File: config.mk
export PLATFORM = sky130hd
export DESIGN_NAME = ir_pulse_distance_decoder
export DESIGN_NICKNAME = d
export VERILOG_FILES = /design/src/hdl/ipd_pkg.sv /design/src/hdl/ipd_front.sv /design/src/hdl/ipd_fifo.sv /design/src/hdl/ipd_back.sv /design/src/hdl/ir_pulse_distance_decoder.sv
export SDC_FILE = /design/constraint.sdc
export NUM_CORES = 1
export LEC_CHECK = 0
export BUFFER_PORTS_ARGS = -buffer_cell sky130_fd_sc_hd__buf_2
export CAP_MARGIN = 10
export CELL_PAD_IN_SITES_DETAIL_PLACEMENT = 1
export CELL_PAD_IN_SITES_GLOBAL_PLACEMENT = 1
export CORE_UTILIZATION = 48
export CTS_BUF_LIST = sky130_fd_sc_hd__clkbuf_2
export CTS_CLUSTER_SIZE = 20
export DETAILED_ROUTE_END_ITERATION = 8
export GPL_ROUTABILITY_DRIVEN = 0
export GPL_TIMING_DRIVEN = 0
export HOLD_SLACK_MARGIN = 0.05
export PLACE_DENSITY = 0.87
export SYNTH_ARGS = -nofsm -noshare
export SYNTH_HDL_FRONTEND = slang
export SYNTH_SLANG_ARGS = --single-unit
File: constraint.sdc
create_clock -name clk_i -period 4.56 [get_ports clk_i]
set_clock_uncertainty 0.2 [all_clocks]
set_input_delay 0.456 -clock clk_i [delete_from_list [all_inputs] [get_ports clk_i]]
set_output_delay 0.456 -clock clk_i [all_outputs]
set_load 0.005 [all_outputs]
File: src/hdl/ipd_pkg.sv
// Shared types and constants for the pulse-distance IR decoder.
package ipd_pkg;

  typedef enum logic [2:0] {
    PH_IDLE,
    PH_LEAD_LOW,
    PH_LEAD_HIGH,
    PH_BIT_LOW,
    PH_BIT_HIGH
  } phase_e;

  typedef enum logic [1:0] {
    ST_OK,
    ST_BAD_LEAD_LOW,
    ST_BAD_LEAD_HIGH,
    ST_SHORT_BIT_LOW
  } status_e;

  localparam int CFG_IDX_W = 3;
  localparam int CFG_W     = 16;

  typedef enum logic [CFG_IDX_W-1:0] {
    CFG_LEADER_LOW_MIN,
    CFG_LEADER_LOW_MAX,
    CFG_LEADER_HIGH_MIN,
    CFG_LEADER_HIGH_MAX,
    CFG_BIT_LOW_MIN,
    CFG_ZERO_HIGH_MIN,
    CFG_ZERO_HIGH_MAX,
    CFG_ONE_HIGH_MIN
  } cfg_idx_e;

  typedef struct packed {
    logic [CFG_W-1:0] leader_low_min;
    logic [CFG_W-1:0] leader_low_max;
    logic [CFG_W-1:0] leader_high_min;
    logic [CFG_W-1:0] leader_high_max;
    logic [CFG_W-1:0] bit_low_min;
    logic [CFG_W-1:0] zero_high_min;
    logic [CFG_W-1:0] zero_high_max;
    logic [CFG_W-1:0] one_high_min;
  } cfg_t;

  localparam logic [CFG_W-1:0] RST_LEADER_LOW_MIN  = 16'd8500;
  localparam logic [CFG_W-1:0] RST_LEADER_LOW_MAX  = 16'd11000;
  localparam logic [CFG_W-1:0] RST_LEADER_HIGH_MIN = 16'd3500;
  localparam logic [CFG_W-1:0] RST_LEADER_HIGH_MAX = 16'd4500;
  localparam logic [CFG_W-1:0] RST_BIT_LOW_MIN     = 16'd1500;
  localparam logic [CFG_W-1:0] RST_ZERO_HIGH_MIN   = 16'd1500;
  localparam logic [CFG_W-1:0] RST_ZERO_HIGH_MAX   = 16'd2500;
  localparam logic [CFG_W-1:0] RST_ONE_HIGH_MIN    = 16'd3000;

  // Fixed exclusive upper bound of a one-bit high.
  localparam logic [CFG_W-1:0] ONE_HIGH_LIMIT = 16'd5000;

  localparam logic [3:0] BIT_IDX_LAST       = 4'd15;
  localparam logic [3:0] BIT_IDX_FIRST_BYTE = 4'd7;

  localparam int FIFO_DEPTH = 4;

endpackage

File: src/hdl/ipd_front.sv
// Front end: takes pin samples, measures run lengths, posts one event per edge.
module ipd_front import ipd_pkg::*; #(
  parameter int COUNT_BITS = 16
) (
  input  logic                  clk_i,
  input  logic                  rst_ni,
  input  logic                  in_valid_i,
  input  logic                  pin_level_i,
  input  logic                  fifo_full_i,
  output logic                  in_stall_o,
  output logic                  push_o,
  output logic                  ev_level_o,
  output logic [COUNT_BITS-1:0] ev_len_o
);

  logic                  prev_q, prev_d;
  logic [COUNT_BITS-1:0] cnt_q, cnt_d;
  logic                  accept;

  assign in_stall_o = fifo_full_i;
  assign accept     = in_valid_i && !fifo_full_i;

  // Event carries the level of the run that just ended and its length.
  assign push_o     = accept && (pin_level_i != prev_q);
  assign ev_level_o = prev_q;
  assign ev_len_o   = cnt_q;

  always_comb begin
    prev_d = prev_q;
    cnt_d  = cnt_q;
    if (accept) begin
      prev_d = pin_level_i;
      if (pin_level_i != prev_q) begin
        cnt_d = COUNT_BITS'(1);
      end else if (cnt_q != {COUNT_BITS{1'b1}}) begin
        cnt_d = cnt_q + COUNT_BITS'(1);
      end
    end
  end

  always_ff @(posedge clk_i or negedge rst_ni) begin
    if (!rst_ni) begin
      prev_q <= 1'b1;
      cnt_q  <= '0;
    end else begin
      prev_q <= prev_d;
      cnt_q  <= cnt_d;
    end
  end

endmodule

File: src/hdl/ipd_fifo.sv
// Short event queue between front end and frame decoder.
module ipd_fifo import ipd_pkg::*; #(
  parameter int DATA_W = 17
) (
  input  logic              clk_i,
  input  logic              rst_ni,
  input  logic              push_i,
  input  logic [DATA_W-1:0] push_data_i,
  input  logic              pop_i,
  output logic              valid_o,
  output logic [DATA_W-1:0] head_o,
  output logic              full_o
);

  localparam int PTR_W = $clog2(FIFO_DEPTH);
  localparam int CNT_W = $clog2(FIFO_DEPTH + 1);

  logic [DATA_W-1:0] mem_q [FIFO_DEPTH];
  logic [PTR_W-1:0]  wr_q, wr_d, rd_q, rd_d;
  logic [CNT_W-1:0]  cnt_q, cnt_d;
  logic              do_pop;

  assign valid_o = (cnt_q != '0);
  assign full_o  = (cnt_q == CNT_W'(FIFO_DEPTH));
  assign head_o  = mem_q[rd_q];
  assign do_pop  = pop_i && valid_o;

  always_comb begin
    wr_d  = wr_q;
    rd_d  = rd_q;
    cnt_d = cnt_q;
    if (push_i) begin
      wr_d = (wr_q == PTR_W'(FIFO_DEPTH - 1)) ? '0 : wr_q + PTR_W'(1);
    end
    if (do_pop) begin
      rd_d = (rd_q == PTR_W'(FIFO_DEPTH - 1)) ? '0 : rd_q + PTR_W'(1);
    end
    if (push_i && !do_pop) begin
      cnt_d = cnt_q + CNT_W'(1);
    end else if (!push_i && do_pop) begin
      cnt_d = cnt_q - CNT_W'(1);
    end
  end

  always_ff @(posedge clk_i) begin
    if (push_i) begin
      mem_q[wr_q] <= push_data_i;
    end
  end

  always_ff @(posedge clk_i or negedge rst_ni) begin
    if (!rst_ni) begin
      wr_q  <= '0;
      rd_q  <= '0;
      cnt_q <= '0;
    end else begin
      wr_q  <= wr_d;
      rd_q  <= rd_d;
      cnt_q <= cnt_d;
    end
  end

endmodule

File: src/hdl/ipd_back.sv
// Back end: frame state machine over edge events, result output register.
module ipd_back import ipd_pkg::*; #(
  parameter int COUNT_BITS = 16
) (
  input  logic                  clk_i,
  input  logic                  rst_ni,
  input  cfg_t                  cfg_i,
  input  logic                  ev_valid_i,
  input  logic                  ev_level_i,
  input  logic [COUNT_BITS-1:0] ev_len_i,
  output logic                  ev_pop_o,
  input  logic                  out_stall_i,
  output logic                  out_valid_o,
  output logic [1:0]            status_o,
  output logic [7:0]            first_byte_o,
  output logic [7:0]            second_byte_o
);

  localparam int CMP_W = (COUNT_BITS > CFG_W) ? COUNT_BITS : CFG_W;

  phase_e                phase_q, phase_d;
  logic [COUNT_BITS-1:0] low_len_q, low_len_d;
  logic [7:0]            shift_q, shift_d;
  logic [7:0]            held_q, held_d;
  logic [3:0]            bit_idx_q, bit_idx_d;

  logic                  out_valid_q, out_valid_d;
  status_e               status_q, status_d;
  logic [7:0]            first_q, first_d;
  logic [7:0]            second_q, second_d;

  logic [CMP_W-1:0] len_w, low_len_w;
  logic             lead_low_bad, lead_high_bad, bit_low_short, one_hit;
  logic [7:0]       shift_next;
  logic             emit;

  assign ev_pop_o = ev_valid_i && (!out_valid_q || !out_stall_i);

  assign len_w     = CMP_W'(ev_len_i);
  assign low_len_w = CMP_W'(low_len_q);

  assign lead_low_bad  = (len_w < CMP_W'(cfg_i.leader_low_min)) ||
                         (len_w > CMP_W'(cfg_i.leader_low_max));
  assign lead_high_bad = (len_w < CMP_W'(cfg_i.leader_high_min)) ||
                         (len_w > CMP_W'(cfg_i.leader_high_max));
  assign bit_low_short = low_len_w < CMP_W'(cfg_i.bit_low_min);
  assign one_hit       = (len_w > CMP_W'(cfg_i.one_high_min)) &&
                         (len_w < CMP_W'(ONE_HIGH_LIMIT));
  // A high in the zero window, or in no window, leaves bit 7 clear.
  assign shift_next    = {one_hit, shift_q[7:1]};

  // Next phase
  always_comb begin
    phase_d = phase_q;
    if (ev_pop_o) begin
      case (phase_q)
        PH_LEAD_LOW: begin
          phase_d = lead_low_bad ? PH_IDLE : PH_LEAD_HIGH;
        end
        PH_LEAD_HIGH: begin
          phase_d = lead_high_bad ? PH_IDLE : PH_BIT_LOW;
        end
        PH_BIT_LOW: begin
          phase_d = PH_BIT_HIGH;
        end
        PH_BIT_HIGH: begin
          if (bit_low_short || bit_idx_q >= BIT_IDX_LAST) begin
            phase_d = PH_IDLE;
          end else begin
            phase_d = PH_BIT_LOW;
          end
        end
        default: begin
          // a high run ending is a falling edge
          phase_d = ev_level_i ? PH_LEAD_LOW : PH_IDLE;
        end
      endcase
    end
  end

  // Datapath and results
  always_comb begin
    low_len_d = low_len_q;
    shift_d   = shift_q;
    held_d    = held_q;
    bit_idx_d = bit_idx_q;
    emit      = 1'b0;
    status_d  = status_q;
    first_d   = first_q;
    second_d  = second_q;
    if (ev_pop_o) begin
      case (phase_q)
        PH_LEAD_LOW: begin
          if (lead_low_bad) begin
            emit     = 1'b1;
            status_d = ST_BAD_LEAD_LOW;
            first_d  = '0;
            second_d = '0;
          end
        end
        PH_LEAD_HIGH: begin
          if (lead_high_bad) begin
            emit     = 1'b1;
            status_d = ST_BAD_LEAD_HIGH;
            first_d  = '0;
            second_d = '0;
          end else begin
            bit_idx_d = '0;
            shift_d   = '0;
            held_d    = '0;
          end
        end
        PH_BIT_LOW: begin
          low_len_d = ev_len_i;
        end
        PH_BIT_HIGH: begin
          if (bit_low_short) begin
            emit     = 1'b1;
            status_d = ST_SHORT_BIT_LOW;
            first_d  = '0;
            second_d = '0;
          end else if (bit_idx_q >= BIT_IDX_LAST) begin
            shift_d   = shift_next;
            bit_idx_d = '0;
            emit      = 1'b1;
            status_d  = ST_OK;
            first_d   = held_q;
            second_d  = shift_next;
          end else begin
            bit_idx_d = bit_idx_q + 4'd1;
            if (bit_idx_q == BIT_IDX_FIRST_BYTE) begin
              held_d  = shift_next;
              shift_d = '0;
            end else begin
              shift_d = shift_next;
            end
          end
        end
        default: begin
        end
      endcase
    end
    out_valid_d = out_valid_q;
    if (out_valid_q && !out_stall_i) begin
      out_valid_d = 1'b0;
    end
    if (emit) begin
      out_valid_d = 1'b1;
    end
  end

  always_ff @(posedge clk_i or negedge rst_ni) begin
    if (!rst_ni) begin
      phase_q     <= PH_IDLE;
      low_len_q   <= '0;
      shift_q     <= '0;
      held_q      <= '0;
      bit_idx_q   <= '0;
      out_valid_q <= 1'b0;
    end else begin
      phase_q     <= phase_d;
      low_len_q   <= low_len_d;
      shift_q     <= shift_d;
      held_q      <= held_d;
      bit_idx_q   <= bit_idx_d;
      out_valid_q <= out_valid_d;
    end
  end

  always_ff @(posedge clk_i) begin
    status_q <= status_d;
    first_q  <= first_d;
    second_q <= second_d;
  end

  assign out_valid_o   = out_valid_q;
  assign status_o      = status_q;
  assign first_byte_o  = first_q;
  assign second_byte_o = second_q;

endmodule

File: src/hdl/ir_pulse_distance_decoder.sv
// Top level of the pulse-distance IR frame decoder.
//
//  channel | direction | handshake             | payload
//  --------+-----------+-----------------------+-------------------------------------
//  in      | input     | in_valid_i/in_stall_o | pin_level_i
//  out     | output    | out_valid_o/out_stall_i | status_o, first_byte_o, second_byte_o
//  cfg     | input     | cfg_we_i              | cfg_index_i, cfg_data_i
//
// One sample is taken per cycle while in_stall_o is low; the front end turns edges
// into run events. An event passes the 4-entry queue and is decoded by the back end
// as it is popped; the queue entry and then the result register lie between the
// sample ending the frame and out_valid_o, and events waiting ahead or a held output
// delay the result. in_stall_o rises only when the queue is full, i.e. after a held output.
// Reset restores the register defaults and an idle line (previous level high).
module ir_pulse_distance_decoder import ipd_pkg::*; #(
  parameter int COUNT_BITS = 16
) (
  input  logic                 clk_i,
  input  logic                 rst_ni,
  input  logic                 in_valid_i,
  output logic                 in_stall_o,
  input  logic                 pin_level_i,
  output logic                 out_valid_o,
  input  logic                 out_stall_i,
  output logic [1:0]           status_o,
  output logic [7:0]           first_byte_o,
  output logic [7:0]           second_byte_o,
  input  logic                 cfg_we_i,
  input  logic [CFG_IDX_W-1:0] cfg_index_i,
  input  logic [CFG_W-1:0]     cfg_data_i
);

  localparam int EV_W = COUNT_BITS + 1;

  cfg_t cfg_q, cfg_d;

  always_comb begin
    cfg_d = cfg_q;
    if (cfg_we_i) begin
      case (cfg_idx_e'(cfg_index_i))
        CFG_LEADER_LOW_MIN:  cfg_d.leader_low_min  = cfg_data_i;
        CFG_LEADER_LOW_MAX:  cfg_d.leader_low_max  = cfg_data_i;
        CFG_LEADER_HIGH_MIN: cfg_d.leader_high_min = cfg_data_i;
        CFG_LEADER_HIGH_MAX: cfg_d.leader_high_max = cfg_data_i;
        CFG_BIT_LOW_MIN:     cfg_d.bit_low_min     = cfg_data_i;
        CFG_ZERO_HIGH_MIN:   cfg_d.zero_high_min   = cfg_data_i;
        CFG_ZERO_HIGH_MAX:   cfg_d.zero_high_max   = cfg_data_i;
        CFG_ONE_HIGH_MIN:    cfg_d.one_high_min    = cfg_data_i;
        default: begin
        end
      endcase
    end
  end

  always_ff @(posedge clk_i or negedge rst_ni) begin
    if (!rst_ni) begin
      cfg_q.leader_low_min  <= RST_LEADER_LOW_MIN;
      cfg_q.leader_low_max  <= RST_LEADER_LOW_MAX;
      cfg_q.leader_high_min <= RST_LEADER_HIGH_MIN;
      cfg_q.leader_high_max <= RST_LEADER_HIGH_MAX;
      cfg_q.bit_low_min     <= RST_BIT_LOW_MIN;
      cfg_q.zero_high_min   <= RST_ZERO_HIGH_MIN;
      cfg_q.zero_high_max   <= RST_ZERO_HIGH_MAX;
      cfg_q.one_high_min    <= RST_ONE_HIGH_MIN;
    end else begin
      cfg_q <= cfg_d;
    end
  end

  logic                  fifo_full, push, pop, ev_valid;
  logic                  push_level;
  logic [COUNT_BITS-1:0] push_len;
  logic [EV_W-1:0]       head;

  ipd_front #(.COUNT_BITS(COUNT_BITS)) u_front (
    .clk_i       (clk_i),
    .rst_ni      (rst_ni),
    .in_valid_i  (in_valid_i),
    .pin_level_i (pin_level_i),
    .fifo_full_i (fifo_full),
    .in_stall_o  (in_stall_o),
    .push_o      (push),
    .ev_level_o  (push_level),
    .ev_len_o    (push_len)
  );

  ipd_fifo #(.DATA_W(EV_W)) u_fifo (
    .clk_i       (clk_i),
    .rst_ni      (rst_ni),
    .push_i      (push),
    .push_data_i ({push_level, push_len}),
    .pop_i       (pop),
    .valid_o     (ev_valid),
    .head_o      (head),
    .full_o      (fifo_full)
  );

  ipd_back #(.COUNT_BITS(COUNT_BITS)) u_back (
    .clk_i         (clk_i),
    .rst_ni        (rst_ni),
    .cfg_i         (cfg_q),
    .ev_valid_i    (ev_valid),
    .ev_level_i    (head[EV_W-1]),
    .ev_len_i      (head[COUNT_BITS-1:0]),
    .ev_pop_o      (pop),
    .out_stall_i   (out_stall_i),
    .out_valid_o   (out_valid_o),
    .status_o      (status_o),
    .first_byte_o  (first_byte_o),
    .second_byte_o (second_byte_o)
  );

endmodule

==> flow_summary.ini, run 1 <==
[status]
status = complete, no violations

[synthesis]
synth_top_family_by_area = adder cells
synth_top_area_share_pct = 24.7
synth_edf_count = 86
synth.avg_cell_area_um2 = 11.9
dominantRegCellSynth = dfrtp_1
ys_seq_area_share_pct = 54.8
synth.mux.area_fraction_pct = 9.06
synth-simple-area-share_pct = 9.85
yosysWarnings = 0
synth_area_leaders = dfrtp_1 25%, edfxtp_1 21%, ha_1 10%, dfstp_2 8.7%, mux2_2 5.1%
synth_compound_area_share_pct = 9.75
synth_xor_area_share_pct = 1.16
synthCells = 1016
synth_adder_area_share_pct = 10.6
synth_nets = 1143
yosys.area.top_type = dfrtp_1
ys_ff_latch = 245
yosysUniqueCellTypes = 66
syn_area_um2 = 12100
ys_async_sr_fraction_pct = 64.9

[worst_setup_path]
crit_top_cell = buf_6
r2r_cells = 10
critPathCaptureType = flop
worstPathRequired_ns = 4.85
startpoint_type = flop
arrival_ns = 4.63
cp_cell_sequence = buf_6 -> mux4_1 -> ha_1 -> nand4_1 -> nor4_1 -> a21boi_0 -> o41a_1 -> nor4_4 -> a2111oi_4 -> buf_6
slowest_stage = mux4_1
worstPathMaxFanout = 19
crit_type = reg2reg
critical-path-max-stage-delay_ns = 0.84
r2r_slack_ns = 0.22

[cells_and_area]
final_common_cell = dfrtp_1
final_nets = 1283
layout-drive-gt1-share_pct = 23.9
area_delta_synth_final_pct = 12.9
stdcell_area_um2 = 13600
num-fill-cells = 2621
mostFrequentLayoutCells = 119 x dfrtp_1, 115 x inv_1, 108 x clkbuf_2

[sta]
rsz0062_at_grt = no
fin_crit_sh_pct = 95.2
finalMaxSlewViolations = 0
fin_ws_ns = 0.221
fmax_mhz = 230
tns_ns = 0
layout_min_cycle_time_ns = 4.34
hold_viol_final = 0
slew_headroom_pct = 39.5
setup_viol = 0
worstMarginPinSlew_ns = 0.908
fin_hold_ws_ns = 0.118

[clock_network]
root_buffer = clkbuf_2
clk_pin_slew_ns = 0.10
cts_inserted_buffers = 66
cts_tree = done
clockBufferDepth = 3
insertion_delay_ns = 0.80
htreeDepth = 3
cts.sinks = 245
post-cts-setup-buffer-count = 0

[floorplanning]
fp.dieArea_um2 = 25800
ios = 45
die_h_um = 161
fp.coreArea_um2 = 24500
die_x_um = 161
initial_core_util_pct = 49.4
rows = 57

[routing]
drc = 0
wirelength_um = 31200
drtIter0Drc = 459
ant_nets = 0
vias = 8532
first_pass_iters = 5
wl_per_cell_um = 20.4
via_per_inst = 5.57

[global_route]
grt_overflow = 0
grt_antenna_before_repair = 1
grt_pass1_wl_um = 50100
grt_max_degree = 108
grt_usage_pct = 25.4
first_global_vias = 9539

[job]
maxCapViolations = 0

[power]
p_per_area_nw_per_um2 = 591
p_leak_nw = 5.99
irDropWorstVdd_v = 0.000309

[place]
dp_hpwl_um = 21600
port-buffer-count = 44
post-place-ws_ns = -0.334
place_area_um2 = 12800

[hold_path]
worstHoldPathType = in2reg
worstHoldPathCells = 6
[metrics by stage]
stage | instances | utilization, % | power (W)
floorplan | 1016 | - | 0.00533
global placement | 1384 | 51.9 | 0.00619
detailed placement | 1386 | 52.2 | 0.00650
CTS | 1531 | 55.7 | 0.00810
global route | 1532 | 55.7 | 0.00863
finish | 1532 | 55.7 | 0.00806
[synth_stat cells (2+ instances only)]
cell type and instances:
nor4_1 4, nor2_1 32, xnor2_1 13, a21oi_1 33, a22o_1 7, dfrtp_1 119, a21boi_0 2, and2_1 14
o211ai_2 2, nand2b_1 4, nand4_1 18, or3_1 5, o21ai_0 83, and4_1 6, inv_1 115, buf_2 4
buf_1 2, nand2_1 98, nand3b_1 2, mux4_2 14, nor3b_1 3, a211oi_2 3, mux2_2 55, o21a_1 7
nand3_1 14, dfstp_2 40, clkbuf_1 25, a21o_1 9, mux4_1 3, ha_1 101, a211oi_1 5, nor3_1 20
o31ai_1 2, o211ai_1 9, xor2_1 3, mux2i_1 8, o41a_1 2, buf_6 2, o31a_1 2, and3_1 5
edfxtp_1 86, nor2b_1 8, a211o_1 4
[per-layer routing]
metal,track usage [%],part of all wire (%),up-vias
met5,0,0,-
met4,12.2,3.5,0
met3,4.67,3.9,77
met2,44.5,51,194
met1,30.0,41,4329
li1,-,-,3932
[final cells by class]
| type | count | area (um2) | area share (%) |
|---|---|---|---|
| Antenna cell | 1 | 2.50 | 0.0184 |
| Buffer | 31 | 135 | 0.991 |
| Clock buffer | 108 | 541 | 3.97 |
| Clock inverter | 11 | 41.3 | 0.303 |
| Inverter | 116 | 435 | 3.19 |
| Multi-Input combinational cell | 622 | 4890 | 35.9 |
| Sequential cell | 245 | 6610 | 48.5 |
| Tap cell | 324 | 405 | 2.97 |
| Timing Repair Buffer | 74 | 567 | 4.16 |
[logic make-up after synthesis]
group	Yosys count
xor gates and xnor gates	16
and+or+nand+nor	240
AOI/OAI and AO/OA	184
buffers and inverters	149
adders and majority gates	102
muxes	80
DFF	245
[timing repair]
| action | 4_1_cts | 5_1_grt |
|---|---|---|
| setup endpoints to repair | 22 | 14 |
| hold endpoints to repair | 234 | 0 |
| gates resized for setup | 0 | 1 |
| hold buffers | 28 | 0 |
| pin swaps | 1 | 0 |
[final timing paths]
path	start	endpoint
max	u_fifo.rd_q[0]$_DFFE_PN0P_	u_back.first_byte_o[2]$_SDFFCE_PN0P_
min	cfg_index_i[2]	cfg_q[56]$_DFFE_PN1P_
max reg2reg	u_fifo.rd_q[0]$_DFFE_PN0P_	u_back.first_byte_o[2]$_SDFFCE_PN0P_
min reg2reg	u_back.held_q[3]$_DFFE_PN0P_	u_back.held_q[3]$_DFFE_PN0P_
max in group asynchronous	rst_ni	u_fifo.wr_q[1]$_DFFE_PN0P_
min in group asynchronous	rst_ni	cfg_q[11]$_DFFE_PN1P_
[where the power goes]
| part | internal, W | leakage [nW] | switching [W] |
|---|---|---|---|
| clock network | 0.000616 | 0.474 | 0.000925 |
| logic | 0.00135 | 2.82 | 0.00200 |
| registers | 0.00291 | 2.70 | 0.000266 |
| total | 0.00487 | 5.99 | 0.00319 |
[worst max-delay path, delay by kind of cell (launching register included)]
| family | cells | cell delay, ns |
|---|---|---|
| AO/OA/AOI/OAI | 3 | 1.09 |
| multiplexers | 1 | 0.84 |
| buffers and inverters | 2 | 0.53 |
| AND/OR/NAND/NOR | 3 | 0.52 |
| adder cells (fa/ha/maj) | 1 | 0.43 |
| flip-flops | 1 | 0.38 |
[registers in the layout, indices dropped and copies added, names as in the netlist]
name,count
u_back.low_len_q,16
u_back.out_valid_o,1
u_fifo.rd_q,2
u_back.phase_q,3
u_front.ev_level_o,1
u_fifo.mem_q,68
u_back.bit_idx_q,4
u_back.held_q,8
u_back.shift_q,7
cfg_q,96
u_front.ev_len_o,16
u_back.first_byte_o,8
u_back.status_o,2
u_fifo.wr_q,2
u_back.second_byte_o,8
u_fifo.cnt_q,3
No activity file was read; power rests on OpenSTA's default activity.
==> run 2, diff against run 1 <==
Settings changed: ABC_AREA set to 1, CORE_UTILIZATION 48 to 45, GPL_ROUTABILITY_DRIVEN 0 to not set, PLACE_DENSITY 0.87 to 0.86.
==> run 2 against run 1 <==
Combinational power grew 10%. Die area increased by 8.7%. Fmax grew 2.8%. Via count rose by 20%. Sequential share of layout area shrank 1.5 points. Register-to-register slack gained 0.12 ns. Design area grew 3.3%. Area after synthesis increased by 2.0%. Non-clock buffer count is 13 higher. Worst hold slack worse by 0.0038 ns. Flip-flop and latch count unchanged.
==> flow_summary.ini, run 2 <==
[place]
port-buffer-count = 44
dp_hpwl_um = 24100
place_area_um2 = 13100
gp_congestion = 0.828
post-place-ws_ns = 0.131

[sta]
hold_viol_final = 0
slew_headroom_pct = 50.1
rsz0062_at_grt = no
fin_ws_ns = 0.337
layout_min_cycle_time_ns = 4.22
fin_crit_sh_pct = 92.6
worstMarginPinSlew_ns = 0.746
finalMaxSlewViolations = 0
setup_viol = 0
fmax_mhz = 237
tns_ns = 0
fin_hold_ws_ns = 0.114

[clock_network]
clk_pin_slew_ns = 0.09
clockBufferDepth = 3
cts_tree = done
insertion_delay_ns = 0.94
cts_inserted_buffers = 67
root_buffer = clkbuf_2
htreeDepth = 3
cts.sinks = 245

[worst_setup_path]
cp_cell_sequence = buf_6 -> inv_6 -> clkbuf_1 -> o21ai_0 -> o22ai_2 -> ha_1 -> inv_1 -> nor2_1 -> nor2_1 -> o21a_1 -> nor2_1 -> o21ai_0 -> nand2_1 -> nand2_1 -> nand3_1 -> nand4_1 -> clkinvlp_4
startpoint_type = flop
critPathCaptureType = flop
critical-path-max-stage-delay_ns = 0.42
slowest_stage = o22ai_2
arrival_ns = 4.50
worstPathMaxFanout = 18
crit_type = reg2reg
worstPathRequired_ns = 4.83
crit_top_cell = nor2_1

[routing]
via_per_inst = 5.42
first_pass_iters = 5
drc = 0
wl_per_cell_um = 19.5
ant_nets = 0
drtIter0Drc = 604
vias = 10200
wirelength_um = 36900

[cells_and_area]
area_delta_synth_final_pct = 14.3
largest_register = cfg_q
mostFrequentLayoutCells = 331 x nand2_1, 194 x inv_1, 150 x o21ai_0
largest_register_ffs = 96
stdcell_area_um2 = 14100
num-fill-cells = 3204
layout-drive-gt1-share_pct = 16.1
ff_latch_area_um2 = 6610
final_common_cell = nand2_1
multi_input_area_um2 = 4810
top_regs = cfg_q x96, u_fifo.mem_q x68
final_nets = 1617

[synthesis]
synth_edf_count = 86
synth.avg_cell_area_um2 = 9.20
ys_ff_latch = 245
synth_adder_area_share_pct = 10.4
yosysUniqueCellTypes = 45
syn_area_um2 = 12300
yosys.area.top_type = dfrtp_1
synth-simple-area-share_pct = 17.3
synth.mux.area_fraction_pct = 0.0914
synth_top_family_by_area = simple AND/OR/NAND/NOR gates
synthCells = 1339
synth_compound_area_share_pct = 10.5
ys_async_sr_fraction_pct = 64.9
dominantRegCellSynth = dfrtp_1
synth_common_cells = 331 x nand2_1, 195 x inv_1, 150 x o21ai_0
synth_nets = 1466
yosysWarnings = 0
synth_top_area_share_pct = 24.2
synth_area_leaders = dfrtp_1 24%, edfxtp_1 21%, ha_1 10%, nand2_1 10%, dfstp_2 8.5%
ys_seq_area_share_pct = 53.7
synth_xor_area_share_pct = 0.569
synth_most_common_cell = nand2_1

[floorplanning]
fp.coreArea_um2 = 26900
ios = 45
fp.dieArea_um2 = 28000
die_h_um = 167
die_x_um = 167
initial_core_util_pct = 45.8
rows = 60

[global_route]
grt_antenna_before_repair = 1
grt_max_degree = 102
grt_usage_pct = 27.4
first_global_vias = 11300
grt_overflow = 0
grt_pass1_wl_um = 59800

[job]
maxCapViolations = 0

[status]
status = complete, no violations

[power]
p_clk_share_pct = 19.9
p_sw_share_pct = 44.0
pwr-share-comb_pct = 43.8
p_leak_nw = 6.57
p_per_area_nw_per_um2 = 597
finalPower_w = 0.00840
irDropWorstVdd_v = 0.000183
internal_power_w = 0.00471
seq_power_share_pct = 36.4
switchingPower_w = 0.00370

[hold_path]
worstHoldPathType = in2reg
## run 2: worst max-delay path: cells and delay by family (launching register included)
kind | cells | cell delay, ns
AOI/OAI and AO/OA | 4 | 0.97
DFF | 1 | 0.41
and+or+nand+nor | 7 | 0.88
adders and majority gates | 1 | 0.33
buffers and inverters | 5 | 1.08
## run 2: path summary, 6_finish.rpt
path / from / to / slack (ns) / depth (start not counted)
min: cfg_data_i[3] / cfg_q[3]$_DFFE_PN1P_ / 0.11 / 4
max reg2reg: u_fifo.rd_q[0]$_DFFE_PN0P_ / u_back.status_o[0]$_DFFE_PP_ / 0.34 / 17
max in group asynchronous: rst_ni / cfg_q[52]$_DFFE_PN1P_ / 2.94 / 4
max: u_fifo.rd_q[0]$_DFFE_PN0P_ / u_back.status_o[0]$_DFFE_PP_ / 0.34 / 17
min in group asynchronous: rst_ni / cfg_q[85]$_DFFE_PN1P_ / 0.53 / 3
min reg2reg: u_back.held_q[1]$_DFFE_PN0P_ / u_back.held_q[1]$_DFFE_PN0P_ / 0.28 / 2
## run 2: area by class of cell
cell class | count | area share, %
flip-flops and latches | 245 | 47.0
multi-input cells | 860 | 34.2
inverters | 198 | 5.36
repair buffers | 82 | 4.73
clock buffers | 104 | 3.70
well taps | 341 | 3.03
plain buffers | 36 | 1.22
clock inverters | 20 | 0.835
diodes | 1 | 0.0178
## run 2: metrics by stage
step | utilization (%) | instances
3_5_place_dp | 48.7 | 1729
4_1_cts | 52.3 | 1886
6_report | 52.4 | 1887
2_1_floorplan | - | 1339
5_1_grt | 52.4 | 1887
3_3_place_gp | 48.3 | 1724
## run 2: what timing repair did
| action | in CTS | in global routing |
|---|---|---|
| setup buffers | 0 | 0 |
| gates resized for setup | 0 | 3 |
| hold endpoints to repair | 256 | 0 |
| hold buffers | 33 | 0 |
| endpoints found under the setup margin | 0 | 18 |
## run 2: metal layers
layer	track usage, %	share of wire (%)
met2	48.3	50
met3	5.06	4.3
met4	13.6	4.5
met1	31.9	41
met5	0	0
## run 2: power groups by stage
stage	Sequential, W	Clock (W)	Combinational [W]
after floorplan	0.00302	0	0.00227
after global placement	0.00305	0	0.00311
after detailed placement	0.00308	0	0.00345
after CTS	0.00304	0.00169	0.00358
after global routing	0.00310	0.00182	0.00411
final	0.00305	0.00167	0.00368
## run 2: cell families (layout without fill, tap and decap cells)
group	Yosys count	count (layout)
other cells	0	1
xor+xnor	8	8
fa+ha+maj	102	102
simple gates	512	512
mux	1	1
compound gates	237	237
flops	245	245
buf+inv	234	440
==> run 3, diff against run 2 <==
Settings changed: MAX_ROUTING_LAYER set to met4.
==> run 3 against run 2 <==
Die area unchanged. Via count down 0.18%. Highest routed layer unchanged. Register-to-register slack worse by 0.02 ns. Global-route usage is 0.84 points higher. Clock power about the same. Combinational power hardly changed. Wire length barely moved. Critical path depth stayed put. Worst hold slack gained 0.015 ns. Design area unchanged. Non-clock buffer count did not move.
==> flow_summary.ini, run 3 (synthesis gave the netlist of run 2 again) <==
[status]
status = complete, no violations

[clock_network]
clk_pin_slew_ns = 0.09
root_buffer = clkbuf_2
clockBufferDepth = 3
insertion_delay_ns = 0.92
cts_tree = done
cts.sinks = 245
htreeDepth = 3
cts_inserted_buffers = 67

[place]
dp_hpwl_um = 24100
gp_congestion = 0.843
port-buffer-count = 44

[floorplanning]
ios = 45
fp.dieArea_um2 = 28000
initial_core_util_pct = 45.8
die_x_um = 167
rows = 60
die_h_um = 167
fp.coreArea_um2 = 26900

[worst_setup_path]
crit_family = buffers and inverters
r2r_slack_ns = 0.31
crit_type = reg2reg
startpoint_type = flop
arrival_ns = 4.51
slowest_stage = o22ai_2
worstPathMaxFanout = 18
cp_cell_sequence = buf_6 -> inv_6 -> clkbuf_1 -> o21ai_0 -> o22ai_2 -> ha_1 -> inv_1 -> nor2_1 -> nor2_1 -> o21a_1 -> nor2_1 -> o21ai_0 -> nand2_1 -> nand2_1 -> nand3_1 -> nand4_1 -> clkinvlp_4
worstPathRequired_ns = 4.83
endpoint = u_back.status_o[0]$_DFFE_PP_
reg2reg_from = u_fifo.rd_q[0]$_DFFE_PN0P_
r2r_cells = 17
critPathCaptureType = flop
critPathBufInv = 5
timing.rr.end = u_back.status_o[0]$_DFFE_PP_
cp.depth = 17
crit_top_cell = nor2_1
worstSetupStartpoint = u_fifo.rd_q[0]$_DFFE_PN0P_
critical-path-max-stage-delay_ns = 0.44

[cells_and_area]
final_nets = 1617
mostFrequentLayoutCells = 331 x nand2_1, 194 x inv_1, 150 x o21ai_0
largest_register = cfg_q
largest_register_ffs = 96
top_regs = cfg_q x96, u_fifo.mem_q x68
area_delta_synth_final_pct = 14.3
layout-drive-gt1-share_pct = 16.1
num-fill-cells = 3204
final_common_cell = nand2_1

[sta]
fmax_mhz = 235
layout_min_cycle_time_ns = 4.25
rsz0062_at_grt = no
slew_headroom_pct = 50.9
finalMaxSlewViolations = 0
tns_ns = 0
worstMarginPinSlew_ns = 0.734
setup_viol = 0
hold_viol_final = 0
fin_hold_ws_ns = 0.130
fin_crit_sh_pct = 93.1

[routing]
ant_nets = 0
vias = 10200
drtIter0Drc = 651
via_per_inst = 5.41
wl_per_cell_um = 19.5
drc = 0
first_pass_iters = 5
wirelength_um = 36800

[power]
p_leak_nw = 6.57
irDropWorstVdd_v = 0.000182
p_per_area_nw_per_um2 = 597

[global_route]
grt_max_degree = 102
first_global_vias = 11300
grt_pass1_wl_um = 59800
grt_antenna_before_repair = 1
grt_usage_pct = 28.2
grt_overflow = 0

[hold_path]
worstHoldPathType = in2reg

[job]
maxCapViolations = 0
[run 3: cell counts in the layout (fill, tap and decap cells not counted)]
No cell type changed its count.
[run 3: layer usage]
layer | vias up | share of wire, % | global-route usage (%)
met5 | - | 0 | -
met4 | 0 | 4.4 | 13.8
met3 | 131 | 4.0 | 4.80
met2 | 299 | 51 | 48.2
met1 | 5050 | 41 | 32.1
li1 | 4734 | - | -
[run 3: how the worst min path moves through the flow]
stage / slack, ns / to / cells after the start / startpoint
final: 0.13 / cfg_q[3]$_DFFE_PN1P_ / 4 / cfg_data_i[3]
after global routing: 0.11 / cfg_q[3]$_DFFE_PN1P_ / 4 / cfg_data_i[3]
after CTS: 0.12 / cfg_q[2]$_DFFE_PN0P_ / 4 / cfg_data_i[2]
after detailed placement: 0.24 / cfg_q[15]$_DFFE_PN0P_ / 1 / rst_ni
after global placement: 0.26 / u_back.held_q[4]$_DFFE_PN0P_ / 2 / u_back.held_q[4]$_DFFE_PN0P_
after floorplan: -0.04 / cfg_q[0]$_DFFE_PN0P_ / 0 / rst_ni
[run 3: area by class of cell]
| cell class | count | area [um2] | area share [%] |
|---|---|---|---|
| flip-flops and latches | 245 | 6610 | 47.0 |
| plain buffers | 36 | 171 | 1.22 |
| multi-input cells | 860 | 4810 | 34.2 |
| clock buffers | 104 | 520 | 3.70 |
| repair buffers | 82 | 666 | 4.73 |
| inverters | 198 | 754 | 5.36 |
| diodes | 1 | 2.50 | 0.0178 |
| clock inverters | 20 | 118 | 0.835 |
| well taps | 341 | 427 | 3.03 |
[run 3: repair_timing]
| item | in CTS | in global routing |
|---|---|---|
| gates resized for setup | 0 | 3 |
| hold endpoints to repair | 256 | 0 |
| hold buffers | 33 | 0 |
| setup buffers | 0 | 0 |
| setup endpoints to repair | 0 | 18 |
[run 3: power by group]
group | total, W | internal, W | switching (W)
Sequential | 0.00305 | 0.00280 | 0.000252
Combinational | 0.00368 | 0.00124 | 0.00244
Clock | 0.00167 | 0.000665 | 0.00100
Total | 0.00840 | 0.00471 | 0.00370
[run 3: per-stage QoR]
stage,worst slack (ns),instance area (um2),instances,total power (W),utilization (%)
final,0.313,14100,1887,0.00840,52.4
after global routing,0.0657,14100,1887,0.00902,52.4
after CTS,0.0675,14100,1886,0.00831,52.3
after detailed placement,0.131,13100,1729,0.00653,48.7
after global placement,0.280,13000,1724,0.00617,48.3
after floorplan,1.41,12300,1339,0.00529,-
[run 3: worst reg2reg max path, delay by kind of cell (launching register included)]
family / cells / cell delay [ns]
buffers and inverters: 5 / 1.08
DFF: 1 / 0.40
adders and majority gates: 1 / 0.34
and+or+nand+nor: 7 / 0.88
AOI/OAI and AO/OA: 4 / 1.00
